`src/sv/cp0rf_pkg.sv`:
```
// Package for the coprocessor-0 register file: register numbers, reset values and shared types.
`default_nettype none
package cp0rf_pkg;

  localparam int unsigned DATA_W = 64;
  localparam int unsigned REG_NUM_W = 5;
  localparam int unsigned NUM_REGS = 32;
  localparam int unsigned CNT_W = 6;
  localparam int unsigned CFG_IDX_W = 2;

  localparam logic [REG_NUM_W-1:0] REG_INDEX      = 5'd0;
  localparam logic [REG_NUM_W-1:0] REG_RANDOM     = 5'd1;
  localparam logic [REG_NUM_W-1:0] REG_ENTRY_LO0  = 5'd2;
  localparam logic [REG_NUM_W-1:0] REG_ENTRY_LO1  = 5'd3;
  localparam logic [REG_NUM_W-1:0] REG_CONTEXT    = 5'd4;
  localparam logic [REG_NUM_W-1:0] REG_PAGE_MASK  = 5'd5;
  localparam logic [REG_NUM_W-1:0] REG_WIRED      = 5'd6;
  localparam logic [REG_NUM_W-1:0] REG_UNUSED7    = 5'd7;
  localparam logic [REG_NUM_W-1:0] REG_BAD_VADDR  = 5'd8;
  localparam logic [REG_NUM_W-1:0] REG_ENTRY_HI   = 5'd10;
  localparam logic [REG_NUM_W-1:0] REG_STATUS     = 5'd12;
  localparam logic [REG_NUM_W-1:0] REG_CAUSE      = 5'd13;
  localparam logic [REG_NUM_W-1:0] REG_EPC        = 5'd14;
  localparam logic [REG_NUM_W-1:0] REG_PRID       = 5'd15;
  localparam logic [REG_NUM_W-1:0] REG_CONFIG     = 5'd16;
  localparam logic [REG_NUM_W-1:0] REG_XCONTEXT   = 5'd20;
  localparam logic [REG_NUM_W-1:0] REG_UNUSED21   = 5'd21;
  localparam logic [REG_NUM_W-1:0] REG_UNUSED22   = 5'd22;
  localparam logic [REG_NUM_W-1:0] REG_UNUSED23   = 5'd23;
  localparam logic [REG_NUM_W-1:0] REG_UNUSED24   = 5'd24;
  localparam logic [REG_NUM_W-1:0] REG_UNUSED25   = 5'd25;
  localparam logic [REG_NUM_W-1:0] REG_ERROR_EPC  = 5'd30;
  localparam logic [REG_NUM_W-1:0] REG_UNUSED31   = 5'd31;

  localparam logic [CFG_IDX_W-1:0] CFG_ENTRY_LO_MASK  = 2'd0;
  localparam logic [CFG_IDX_W-1:0] CFG_PAGE_MASK_MASK = 2'd1;
  localparam logic [CFG_IDX_W-1:0] CFG_ENTRY_HI_MASK  = 2'd2;

  localparam logic [DATA_W-1:0] ENTRY_LO_MASK_RST  = 64'h0000_0000_3FFF_FFFF;
  localparam logic [DATA_W-1:0] PAGE_MASK_MASK_RST = 64'h0000_0000_01FF_E000;
  localparam logic [DATA_W-1:0] ENTRY_HI_MASK_RST  = 64'hC000_00FF_FFFF_E0FF;

  localparam logic [DATA_W-1:0] CONTEXT_BASE_MASK  = 64'hFFFF_FFFF_FF80_0000;
  localparam logic [DATA_W-1:0] XCONTEXT_BASE_MASK = 64'hFFFF_FFFE_0000_0000;

  localparam logic [CNT_W-1:0] RANDOM_RST = 6'd31;
  localparam logic [CNT_W-1:0] WIRED_RST  = 6'd0;
  localparam logic [CNT_W-1:0] RANDOM_TOP = 6'd31;

  typedef enum logic {
    MODE_READ  = 1'b0,
    MODE_WRITE = 1'b1
  } mode_t;

  typedef struct packed {
    logic [DATA_W-1:0] lo_keep;
    logic [DATA_W-1:0] pm_keep;
    logic [DATA_W-1:0] hi_keep;
  } masks_t;

  typedef struct packed {
    mode_t                mode;
    logic [REG_NUM_W-1:0] reg_number;
    logic [DATA_W-1:0]    write_data;
  } access_t;

  typedef struct packed {
    logic              reg_we;
    logic [DATA_W-1:0] reg_wdata;
    logic [CNT_W-1:0]  random_nxt;
    logic [CNT_W-1:0]  wired_nxt;
    logic [DATA_W-1:0] read_data;
    logic              bad_register;
  } update_t;

  function automatic logic [DATA_W-1:0] reset_value(input logic [REG_NUM_W-1:0] n);
    logic [DATA_W-1:0] v;
    v = '0;
    unique case (n)
      REG_INDEX:     v = 64'd63;
      REG_BAD_VADDR: v = '1;
      REG_STATUS:    v = 64'h0000_0000_3400_0000;
      REG_CAUSE:     v = 64'h0000_0000_B000_107C;
      REG_EPC:       v = '1;
      REG_PRID:      v = 64'h0000_0000_0000_0B22;
      REG_CONFIG:    v = 64'h0000_0000_7006_E463;
      REG_ERROR_EPC: v = '1;
      default:       v = '0;
    endcase
    return v;
  endfunction

endpackage
`default_nettype wire

```
`src/sv/cp0rf_update.sv`:
```
// Decode, mask and merge logic for one register access.
`default_nettype none
module cp0rf_update (
  input  wire cp0rf_pkg::access_t                 acc,
  input  wire logic [cp0rf_pkg::DATA_W-1:0]       old_value,
  input  wire logic [cp0rf_pkg::CNT_W-1:0]        random_cur,
  input  wire logic [cp0rf_pkg::CNT_W-1:0]        wired_cur,
  input  wire cp0rf_pkg::masks_t                  masks,
  output cp0rf_pkg::update_t                      upd
);

  logic                             unused_num;
  logic                             fits32;
  logic [cp0rf_pkg::DATA_W-1:0]     widened;
  logic [cp0rf_pkg::DATA_W-1:0]     v;
  logic [cp0rf_pkg::CNT_W-1:0]      wired_new;
  logic [1:0]                       region;

  assign v       = acc.write_data;
  assign fits32  = (v[63:32] == 32'd0);
  assign widened = fits32 ? {{32{v[31]}}, v[31:0]} : v;
  assign region  = v[31] ? 2'b11 : 2'b00;
  assign wired_new = v[cp0rf_pkg::CNT_W-1:0];

  always_comb begin
    unused_num = 1'b0;
    case (acc.reg_number)
      cp0rf_pkg::REG_UNUSED7, cp0rf_pkg::REG_UNUSED21, cp0rf_pkg::REG_UNUSED22,
      cp0rf_pkg::REG_UNUSED23, cp0rf_pkg::REG_UNUSED24, cp0rf_pkg::REG_UNUSED25,
      cp0rf_pkg::REG_UNUSED31: unused_num = 1'b1;
      default: unused_num = 1'b0;
    endcase
  end

  always_comb begin
    upd              = '0;
    upd.random_nxt   = random_cur;
    upd.wired_nxt    = wired_cur;
    upd.bad_register = unused_num;
    if (!unused_num) begin
      if (acc.mode == cp0rf_pkg::MODE_READ) begin
        unique case (acc.reg_number)
          cp0rf_pkg::REG_RANDOM: upd.read_data = {58'd0, random_cur};
          cp0rf_pkg::REG_WIRED:  upd.read_data = {58'd0, wired_cur};
          default:               upd.read_data = old_value;
        endcase
      end else begin
        unique case (acc.reg_number)
          cp0rf_pkg::REG_RANDOM, cp0rf_pkg::REG_BAD_VADDR: upd.reg_we = 1'b0;
          cp0rf_pkg::REG_ENTRY_LO0, cp0rf_pkg::REG_ENTRY_LO1: begin
            upd.reg_we    = 1'b1;
            upd.reg_wdata = v & masks.lo_keep;
          end
          cp0rf_pkg::REG_CONTEXT: begin
            upd.reg_we    = 1'b1;
            upd.reg_wdata = (widened & cp0rf_pkg::CONTEXT_BASE_MASK) |
                            (old_value & ~cp0rf_pkg::CONTEXT_BASE_MASK);
          end
          cp0rf_pkg::REG_XCONTEXT: begin
            upd.reg_we    = 1'b1;
            upd.reg_wdata = (widened & cp0rf_pkg::XCONTEXT_BASE_MASK) |
                            (old_value & ~cp0rf_pkg::XCONTEXT_BASE_MASK);
          end
          cp0rf_pkg::REG_PAGE_MASK: begin
            upd.reg_we    = 1'b1;
            upd.reg_wdata = v & masks.pm_keep;
          end
          cp0rf_pkg::REG_WIRED: begin
            upd.wired_nxt = wired_new;
            // pull Random up to Wired; a Wired above 31 leaves Random alone
            if (!wired_new[cp0rf_pkg::CNT_W-1] && (random_cur < wired_new ||
                random_cur > cp0rf_pkg::RANDOM_TOP)) begin
              upd.random_nxt = wired_new;
            end
          end
          cp0rf_pkg::REG_ENTRY_HI: begin
            upd.reg_we    = 1'b1;
            upd.reg_wdata = fits32 ? {region, 30'd0, v[31:13], 5'd0, v[7:0]}
                                   : (v & masks.hi_keep);
          end
          default: begin
            upd.reg_we    = 1'b1;
            upd.reg_wdata = v;
          end
        endcase
      end
    end
  end

endmodule
`default_nettype wire

```
`src/sv/cp0_register_file_unit.sv`:
```
// Top level of the coprocessor-0 register file with stream channels and mask configuration.
//
// Usage:
//   Input channel (in_*): one transfer is one access. in_tuser is the access kind
//   (0 read, 1 write); in_tdata carries the register number and the write value.
//   Result channel (out_*): one transfer per access. out_tdata is the register
//   contents on a read and zero on a write; out_tuser flags an unimplemented number.
//   Configuration port (cfg_*): write the EntryLo, PageMask and wide EntryHi masks
//   while the block is idle; writes take effect on the next edge.
// Timing:
//   An access is captured in an input register, decoded and merged combinationally,
//   and lands in the result register. One access per cycle is sustained while
//   out_tready stays high; the register array updates as an access leaves the
//   input register, so each access sees every earlier write.
// Reset:
//   rst_n low clears both valid flags and loads the architectural reset values
//   into all registers, Random (31), Wired (0) and the three masks.
// Stall:
//   While out_tready is low a waiting result holds; the input register still takes
//   one more access, then in_tready drops until the result is taken.
`default_nettype none
module cp0_register_file_unit (
  input  wire logic        clk,
  input  wire logic        rst_n,
  input  wire logic        in_tvalid,
  output logic             in_tready,
  input  wire logic [71:0] in_tdata,   // [4:0] reg_number, [68:5] write_data, [71:69] zero
  input  wire logic        in_tuser,   // [0] mode
  output logic             out_tvalid,
  input  wire logic        out_tready,
  output logic [63:0]      out_tdata,  // [63:0] read_data
  output logic             out_tuser,  // [0] bad_register
  input  wire logic        cfg_we,
  input  wire logic [1:0]  cfg_index,
  input  wire logic [63:0] cfg_wdata
);

  logic [cp0rf_pkg::DATA_W-1:0] regs_r [cp0rf_pkg::NUM_REGS];
  logic [cp0rf_pkg::CNT_W-1:0]  random_r;
  logic [cp0rf_pkg::CNT_W-1:0]  wired_r;
  cp0rf_pkg::masks_t            masks_r;
  cp0rf_pkg::access_t           acc_r;
  logic                         acc_valid_r;
  logic [cp0rf_pkg::DATA_W-1:0] out_data_r;
  logic                         out_bad_r;
  logic                         out_valid_r;
  logic                         advance;
  cp0rf_pkg::update_t           upd;

  assign advance   = acc_valid_r && (!out_valid_r || out_tready);
  assign in_tready = !acc_valid_r || advance;

  cp0rf_update u_update (
    .acc        (acc_r),
    .old_value  (regs_r[acc_r.reg_number]),
    .random_cur (random_r),
    .wired_cur  (wired_r),
    .masks      (masks_r),
    .upd        (upd)
  );

  // input register
  always_ff @(posedge clk) begin
    if (!rst_n) begin
      acc_valid_r <= 1'b0;
    end else if (in_tready) begin
      acc_valid_r <= in_tvalid;
    end
    if (in_tready && in_tvalid) begin
      acc_r.mode       <= cp0rf_pkg::mode_t'(in_tuser);
      acc_r.reg_number <= in_tdata[4:0];
      acc_r.write_data <= in_tdata[68:5];
    end
  end

  // result register
  always_ff @(posedge clk) begin
    if (!rst_n) begin
      out_valid_r <= 1'b0;
    end else if (advance) begin
      out_valid_r <= 1'b1;
    end else if (out_tready) begin
      out_valid_r <= 1'b0;
    end
    if (advance) begin
      out_data_r <= upd.read_data;
      out_bad_r  <= upd.bad_register;
    end
  end

  // architectural state
  always_ff @(posedge clk) begin
    if (!rst_n) begin
      for (int i = 0; i < cp0rf_pkg::NUM_REGS; i++) begin
        regs_r[i] <= cp0rf_pkg::reset_value(i[cp0rf_pkg::REG_NUM_W-1:0]);
      end
      random_r <= cp0rf_pkg::RANDOM_RST;
      wired_r  <= cp0rf_pkg::WIRED_RST;
    end else if (advance) begin
      if (upd.reg_we) begin
        regs_r[acc_r.reg_number] <= upd.reg_wdata;
      end
      random_r <= upd.random_nxt;
      wired_r  <= upd.wired_nxt;
    end
  end

  // mask configuration
  always_ff @(posedge clk) begin
    if (!rst_n) begin
      masks_r.lo_keep <= cp0rf_pkg::ENTRY_LO_MASK_RST;
      masks_r.pm_keep <= cp0rf_pkg::PAGE_MASK_MASK_RST;
      masks_r.hi_keep <= cp0rf_pkg::ENTRY_HI_MASK_RST;
    end else if (cfg_we) begin
      unique case (cfg_index)
        cp0rf_pkg::CFG_ENTRY_LO_MASK:  masks_r.lo_keep <= cfg_wdata;
        cp0rf_pkg::CFG_PAGE_MASK_MASK: masks_r.pm_keep <= cfg_wdata;
        cp0rf_pkg::CFG_ENTRY_HI_MASK:  masks_r.hi_keep <= cfg_wdata;
        default: ;
      endcase
    end
  end

  assign out_tvalid = out_valid_r;
  assign out_tdata  = out_data_r;
  assign out_tuser  = out_bad_r;

`ifndef SYNTHESIS
  a_random_in_range: assert property (@(posedge clk) disable iff (!rst_n)
    !wired_r[cp0rf_pkg::CNT_W-1] |-> (random_r >= wired_r && random_r <= cp0rf_pkg::RANDOM_TOP))
    else $error("Random left its range above Wired");

  a_bad_reads_zero: assert property (@(posedge clk) disable iff (!rst_n)
    out_tvalid && out_tuser |-> out_tdata == '0)
    else $error("unimplemented register returned nonzero data");

  a_bad_no_state_change: assert property (@(posedge clk) disable iff (!rst_n)
    advance && upd.bad_register |=> $stable(random_r) && $stable(wired_r))
    else $error("access to unimplemented register changed Random or Wired");
`endif

endmodule
`default_nettype wire
```
`config.mk`:
```
export PLATFORM = sky130hd
export DESIGN_NAME = cp0_register_file_unit
export DESIGN_NICKNAME = d
export VERILOG_FILES = /design/src/sv/cp0rf_pkg.sv /design/src/sv/cp0rf_update.sv /design/src/sv/cp0_register_file_unit.sv
export SDC_FILE = /design/constraint.sdc
export NUM_CORES = 2
export LEC_CHECK = 0
export BUFFER_PORTS_ARGS = -buffer_cell sky130_fd_sc_hd__buf_2
export CORE_AREA = 4 4 504 456
export CTS_BUF_LIST = sky130_fd_sc_hd__clkbuf_4
export DETAILED_ROUTE_END_ITERATION = 12
export DIE_AREA = 0 0 508 460
export GPL_TIMING_DRIVEN = 0
export PLACE_DENSITY = 0.64
export SYNTH_ARGS = -nofsm -noshare
export SYNTH_HDL_FRONTEND = slang
export SYNTH_SLANG_ARGS = --single-unit
```
`constraint.sdc`:
```
create_clock -name clk -period 7.9 [get_ports clk]
set_input_delay 1.58 -clock clk [delete_from_list [all_inputs] [get_ports clk]]
set_output_delay 1.58 -clock clk [all_outputs]
set_load 0.02 [all_outputs]
```
Word level (Yosys, flattened, before mapping)
Memories as Yosys holds them, arrays and structs flattened. A register that Yosys moved wholly into a read port is not among the register bits.
Cells that the tools add are included.
- bits in registers: 341
- RAM bits: 2048
- bits of input ports: 144
- output and inout port bits: 67
- logic and storage cells: 91
- memories: 1
- magnitude comparators: 2
- equality and inequality tests: 18
- mux-type cells: 30
- bitwise logic cells: 6
- reduce and logical (&&, ||, !) cells: 22
- memories (name ; words ; width ; read ports ; clocked after memory_dff ; write ports ; RTL line ; source):
    regs_r ; 32 ; 64 ; 1 ; 1 ; 32 ; cp0_register_file_unit.sv:38 ; logic [cp0rf_pkg::DATA_W-1:0] regs_r [cp0rf_pkg::NUM_REGS];
- operators with widths (operator ; number):
    64-bit two-way mux ; 11
    64-bit case mux with 6 select lines ; 1
    64-bit AND ; 3
    141-bit two-way mux ; 1
    64-bit case mux with 2 select lines ; 1
    77-bit two-way mux ; 1
    64-bit by 23-bit OR with 64-bit output ; 1
    64-bit by 33-bit OR with 64-bit output ; 1
    64-bit OR reduction ; 1
    5-bit equality test, second input constant ; 7
    32-bit logical NOT ; 1
    5-bit by 3-bit equality test with 1-bit output, second input constant ; 4
    12-bit two-way mux ; 1
    5-bit by 2-bit equality test with 1-bit output, second input constant ; 2
    5-bit by 4-bit equality test with 1-bit output, second input constant ; 2
    1-bit two-way mux ; 10
    5-bit two-way mux ; 2
    7-bit OR reduction ; 1
    6-bit by 5-bit greater-than comparator with 1-bit output, second input constant ; 1
    6-bit less-than comparator ; 1
    6-bit two-way mux ; 1
    2-bit AND reduction ; 3
    5-bit by 1-bit equality test with 1-bit output, second input constant ; 1
    5-bit AND reduction ; 1
    other kinds (12) ; 19

Depth between registers and ports, before layout
- depth in word-level cells: 13
- mapped depth: 12

By module
From an unflattened synthesis, not the netlist that was laid out.
- cell total of the unflattened synthesis: 7342
- area, all modules: 106766.1 um^2
- modules (own cells, without submodules) (module ; times used ; cells an instance ; area an instance (um^2) ; sequential area each (um^2)):
    cp0_register_file_unit ; 1 ; 6803 ; 102823.6 ; 69776.9
    cp0rf_update ; 1 ; 539 ; 3942.5 ; 0.0

Worst setup path before layout
Ideal clock, no wire load.
- kind: input -> register
- start: input out_tready
- end: memory regs_r[30][0] in the netlist's numbering, enable pin
- arrival time: 5772 ps
- slack: 1695 ps
- stages: 8
- buffers on the path: 1
- path through: nor2b_1 > nand2b_1 > inv_1 > nand2_1 > nor3_1 > and3b_1 > buf_2 > nand2b_1
- RTL lines (element ; RTL line ; source):
    start, declared ; cp0_register_file_unit.sv:30 ; input wire logic out_tready,
    end, declared ; cp0_register_file_unit.sv:38 ;

==> flow_summary.yaml <==
outcome:
  status: "finished with violations"
  failed_checks: "capacitance limit, slew limit"
yosys:
  yosys_warnings: 0
  synth.distinct_cells: 81
  yosys.area.top_type_share_pct: 65.0
  synth.area.top_cells: "edfxtp_1 65%, mux4_2 11%, nor2_1 4.9%, dfxtp_1 4.2%, mux2i_1 2.5%"
  synth_top_area_cell: "edfxtp_1"
  syn-instance-count: 6763
  syn_avg_cell_area_um2: 14.9
  synth-edff-count: 2183
  synthArstFlopShare_pct: 0
  ys_seq_elements: 2394
  synth_area_um2: 101000
  ys_seq_area_share_pct: 69.2
  synthFlopType: "edfxtp_1"
drt:
  first_iter_violations: 12894
  ant_nets: 0
  drt_drc_violations_left: 0
  totalWireLength_mm: 406
  wl_per_cell_um: 34.6
  avgViaCountPerCell: 6.15
  num_vias: 72173
  first_pass_iters: 6
sta:
  rsz0062_at_grt: "no"
  period_share_pct: 69.6
  fin_setup_tns_ns: 0
  slew_viol_final: 205
  fin_crit_ns: 5.50
  relSlewSlack_pct: -17.8
  setup_viol: 0
  worst_clock_skew_ns: 0.133
  worst_slew_pin_slew_ns: 1.77
  fmax_mhz: 182
  setup_ws_ns: 2.40
  hold_violations: 0
global_route:
  overflow: 0
  grt_util_met1_pct: 43.7
  antenna_found_initial: 44
  met2_usage_pct: 48.9
  use_met3_pct: 13.1
  top_usage_layer: "met2"
  grt_pass1_wl_mm: 547
  grt_pass1_vias: 69482
  grt_max_degree: 56
  gr-usage-all-layers_pct: 34.3
layout:
  instances_no_fill: 11740
  syn2layout_area_growth_pct: 16.1
  drive_gt1_share_pct: 25.7
  final_common_cell: "edfxtp_1"
  nets: 8437
  final_cell_mix: "2183 x edfxtp_1, 1327 x nor2_1, 925 x clkbuf_4"
clock_network:
  max-clock-path-buffers: 4
  h-tree-depth: 6
  post-cts-setup-buffers: 0
  cts_sinks: 2394
  cts_tree: "yes"
  cts_hold_buffers: 0
  clk_latency_ns: 1.56
  cts_buffers: 628
  ctsResizeCount: 0
  path_clk_slew_ns: 0.06
  cts_root_buf: "clkbuf_4"
power:
  switching_share_pct: 27.0
  switching_power_w: 0.00776
  power.leakage_nw: 42.1
  clkPwrFrac_pct: 37.5
  intPower_w: 0.0210
  pwr-share-comb_pct: 11.6
  ir_drop_uv: 150
  p_per_area_nw_per_um2: 245
  p_seq_share_pct: 50.9
floorplan:
  num_rows: 165
  start_util_pct: 45.0
  die_x_um: 508
  die_h_um: 460
  core_um2: 224000
  die_area_um2: 234000
  io_pins: 211
min_path:
  hp-class: "primary input to flip-flop"
  hold_depth: 1
  min_from: "in_tdata[54]"
  hold_end: "acc_r[49]"
critical_path:
  cp-end-kind: "flip-flop"
  required_ns: 9.05
  worstPathMaxFanout: 10
  crit_type: "flip-flop to flip-flop"
  r2r_end: "out_tdata[7]"
  start_kind: "flip-flop"
  crit_arrival_ns: 6.66
  reg2reg_setup_slack_ns: 2.40
  reg2reg_depth: 7
placed_design:
  dp.cells: 10662
  port_buffers: 206
  place_ws_ns: 1.45
  dp_hpwl_mm: 272
  gp_congestion: 0.972
flow_run:
  max-cap-violations: 21
## cell usage after synthesis (all sizes together), types with 36 or more instances
| cell type | number |
|---|---|
| edfxtp | 2183 |
| nor2 | 1331 |
| nand2 | 669 |
| mux4 | 504 |
| buf | 391 |
| mux2i | 251 |
| clkbuf | 215 |
| dfxtp | 211 |
| a21oi | 201 |
| nand3 | 130 |
| o21ai | 89 |
| a22oi | 59 |
| mux2 | 42 |
| a211oi | 41 |
| o211ai | 38 |
| o221ai | 36 |
## cell type report
| cell class | count | area [um2] |
|---|---|---|
| fillers | 19279 | 107000 |
| flip-flops and latches | 2394 | 69800 |
| multi-input cells | 4376 | 30600 |
| clock buffers | 924 | 6940 |
| well taps | 3006 | 3760 |
| plain buffers | 606 | 2910 |
| repair buffers | 257 | 2150 |
| clock inverters | 106 | 589 |
| inverters | 25 | 136 |
| diodes | 46 | 115 |
## worst max path at each step
stage,start,endpoint,slack (ns)
after floorplan,out_tready,regs_r[30][0],1.70
after global placement,out_tready,regs_r[26][27],-3.89
after detailed placement,out_tready,regs_r[13][15],1.45
after CTS,out_tvalid,regs_r[13][14],2.78
after global routing,flip-flop,out_tdata[7],2.46
final,flip-flop,out_tdata[7],2.40
## layer usage
layer	routed length, um	vias up	share of wire [%]
met3	63300	1334	16
li1	-	28162	-
met1	139000	36114	34
met2	172000	6549	42
met5	91	-	0.022
met4	30800	14	7.6
## cells by family (layout without fill, tap and decap cells)
group | Yosys count | count (layout) | synth area share (%)
AO/OA/AOI/OAI | 626 | 626 | 4.18
XOR/XNOR | 1 | 1 | 0.00869
adder cells (fa/ha/maj) | 7 | 7 | 0.0832
buffers and inverters | 631 | 1918 | 2.95
flip-flops | 2394 | 2394 | 69.2
multiplexers | 797 | 797 | 14.2
other | 2 | 686 | 0.00745
AND/OR/NAND/NOR | 2305 | 2305 | 9.31
## worst max-delay path, cell delays in order, from the launching register on
cell and delay, ns:
dfxtp_1 0.45, clkbuf_1 0.55, clkbuf_1 0.79, buf_2 0.58, clkbuf_1 0.71, clkbuf_1 1.14
o211ai_1 0.20, a21oi_1 0.78
## flip-flops by register name, summed over array words and instances, names as in the netlist, named ones only
register	flops
acc_r	70
acc_valid_r	1
masks_r	192
out_tdata	64
out_tuser	1
out_tvalid	1
random_r	6
regs_r	2048
wired_r	6
## stage by stage
stage / hold WS [ns] / power [W] / utilization [%] / cell area (um2)
after floorplan: 0.432 / 0.0166 / - / 103000
after global placement: 0.443 / 0.0180 / 48.2 / 108000
after detailed placement: 0.446 / 0.0181 / 48.8 / 109000
after CTS: 0.220 / 0.0285 / 52.1 / 117000
after global routing: 0.231 / 0.0295 / 52.1 / 117000
final: 0.253 / 0.0287 / 52.2 / 117000
## power groups by stage
| stage | clock [W] | combinational [W] | sequential [W] |
|---|---|---|---|
| 4_1_cts | 0.0107 | 0.00319 | 0.0146 |
| 5_1_grt | 0.0115 | 0.00335 | 0.0147 |
| 3_5_place_dp | 0 | 0.00318 | 0.0149 |
| 3_3_place_gp | 0 | 0.00308 | 0.0149 |
| 6_report | 0.0108 | 0.00332 | 0.0146 |
| 2_1_floorplan | 0 | 0.00172 | 0.0148 |
(Power assumes the default switching activity.)
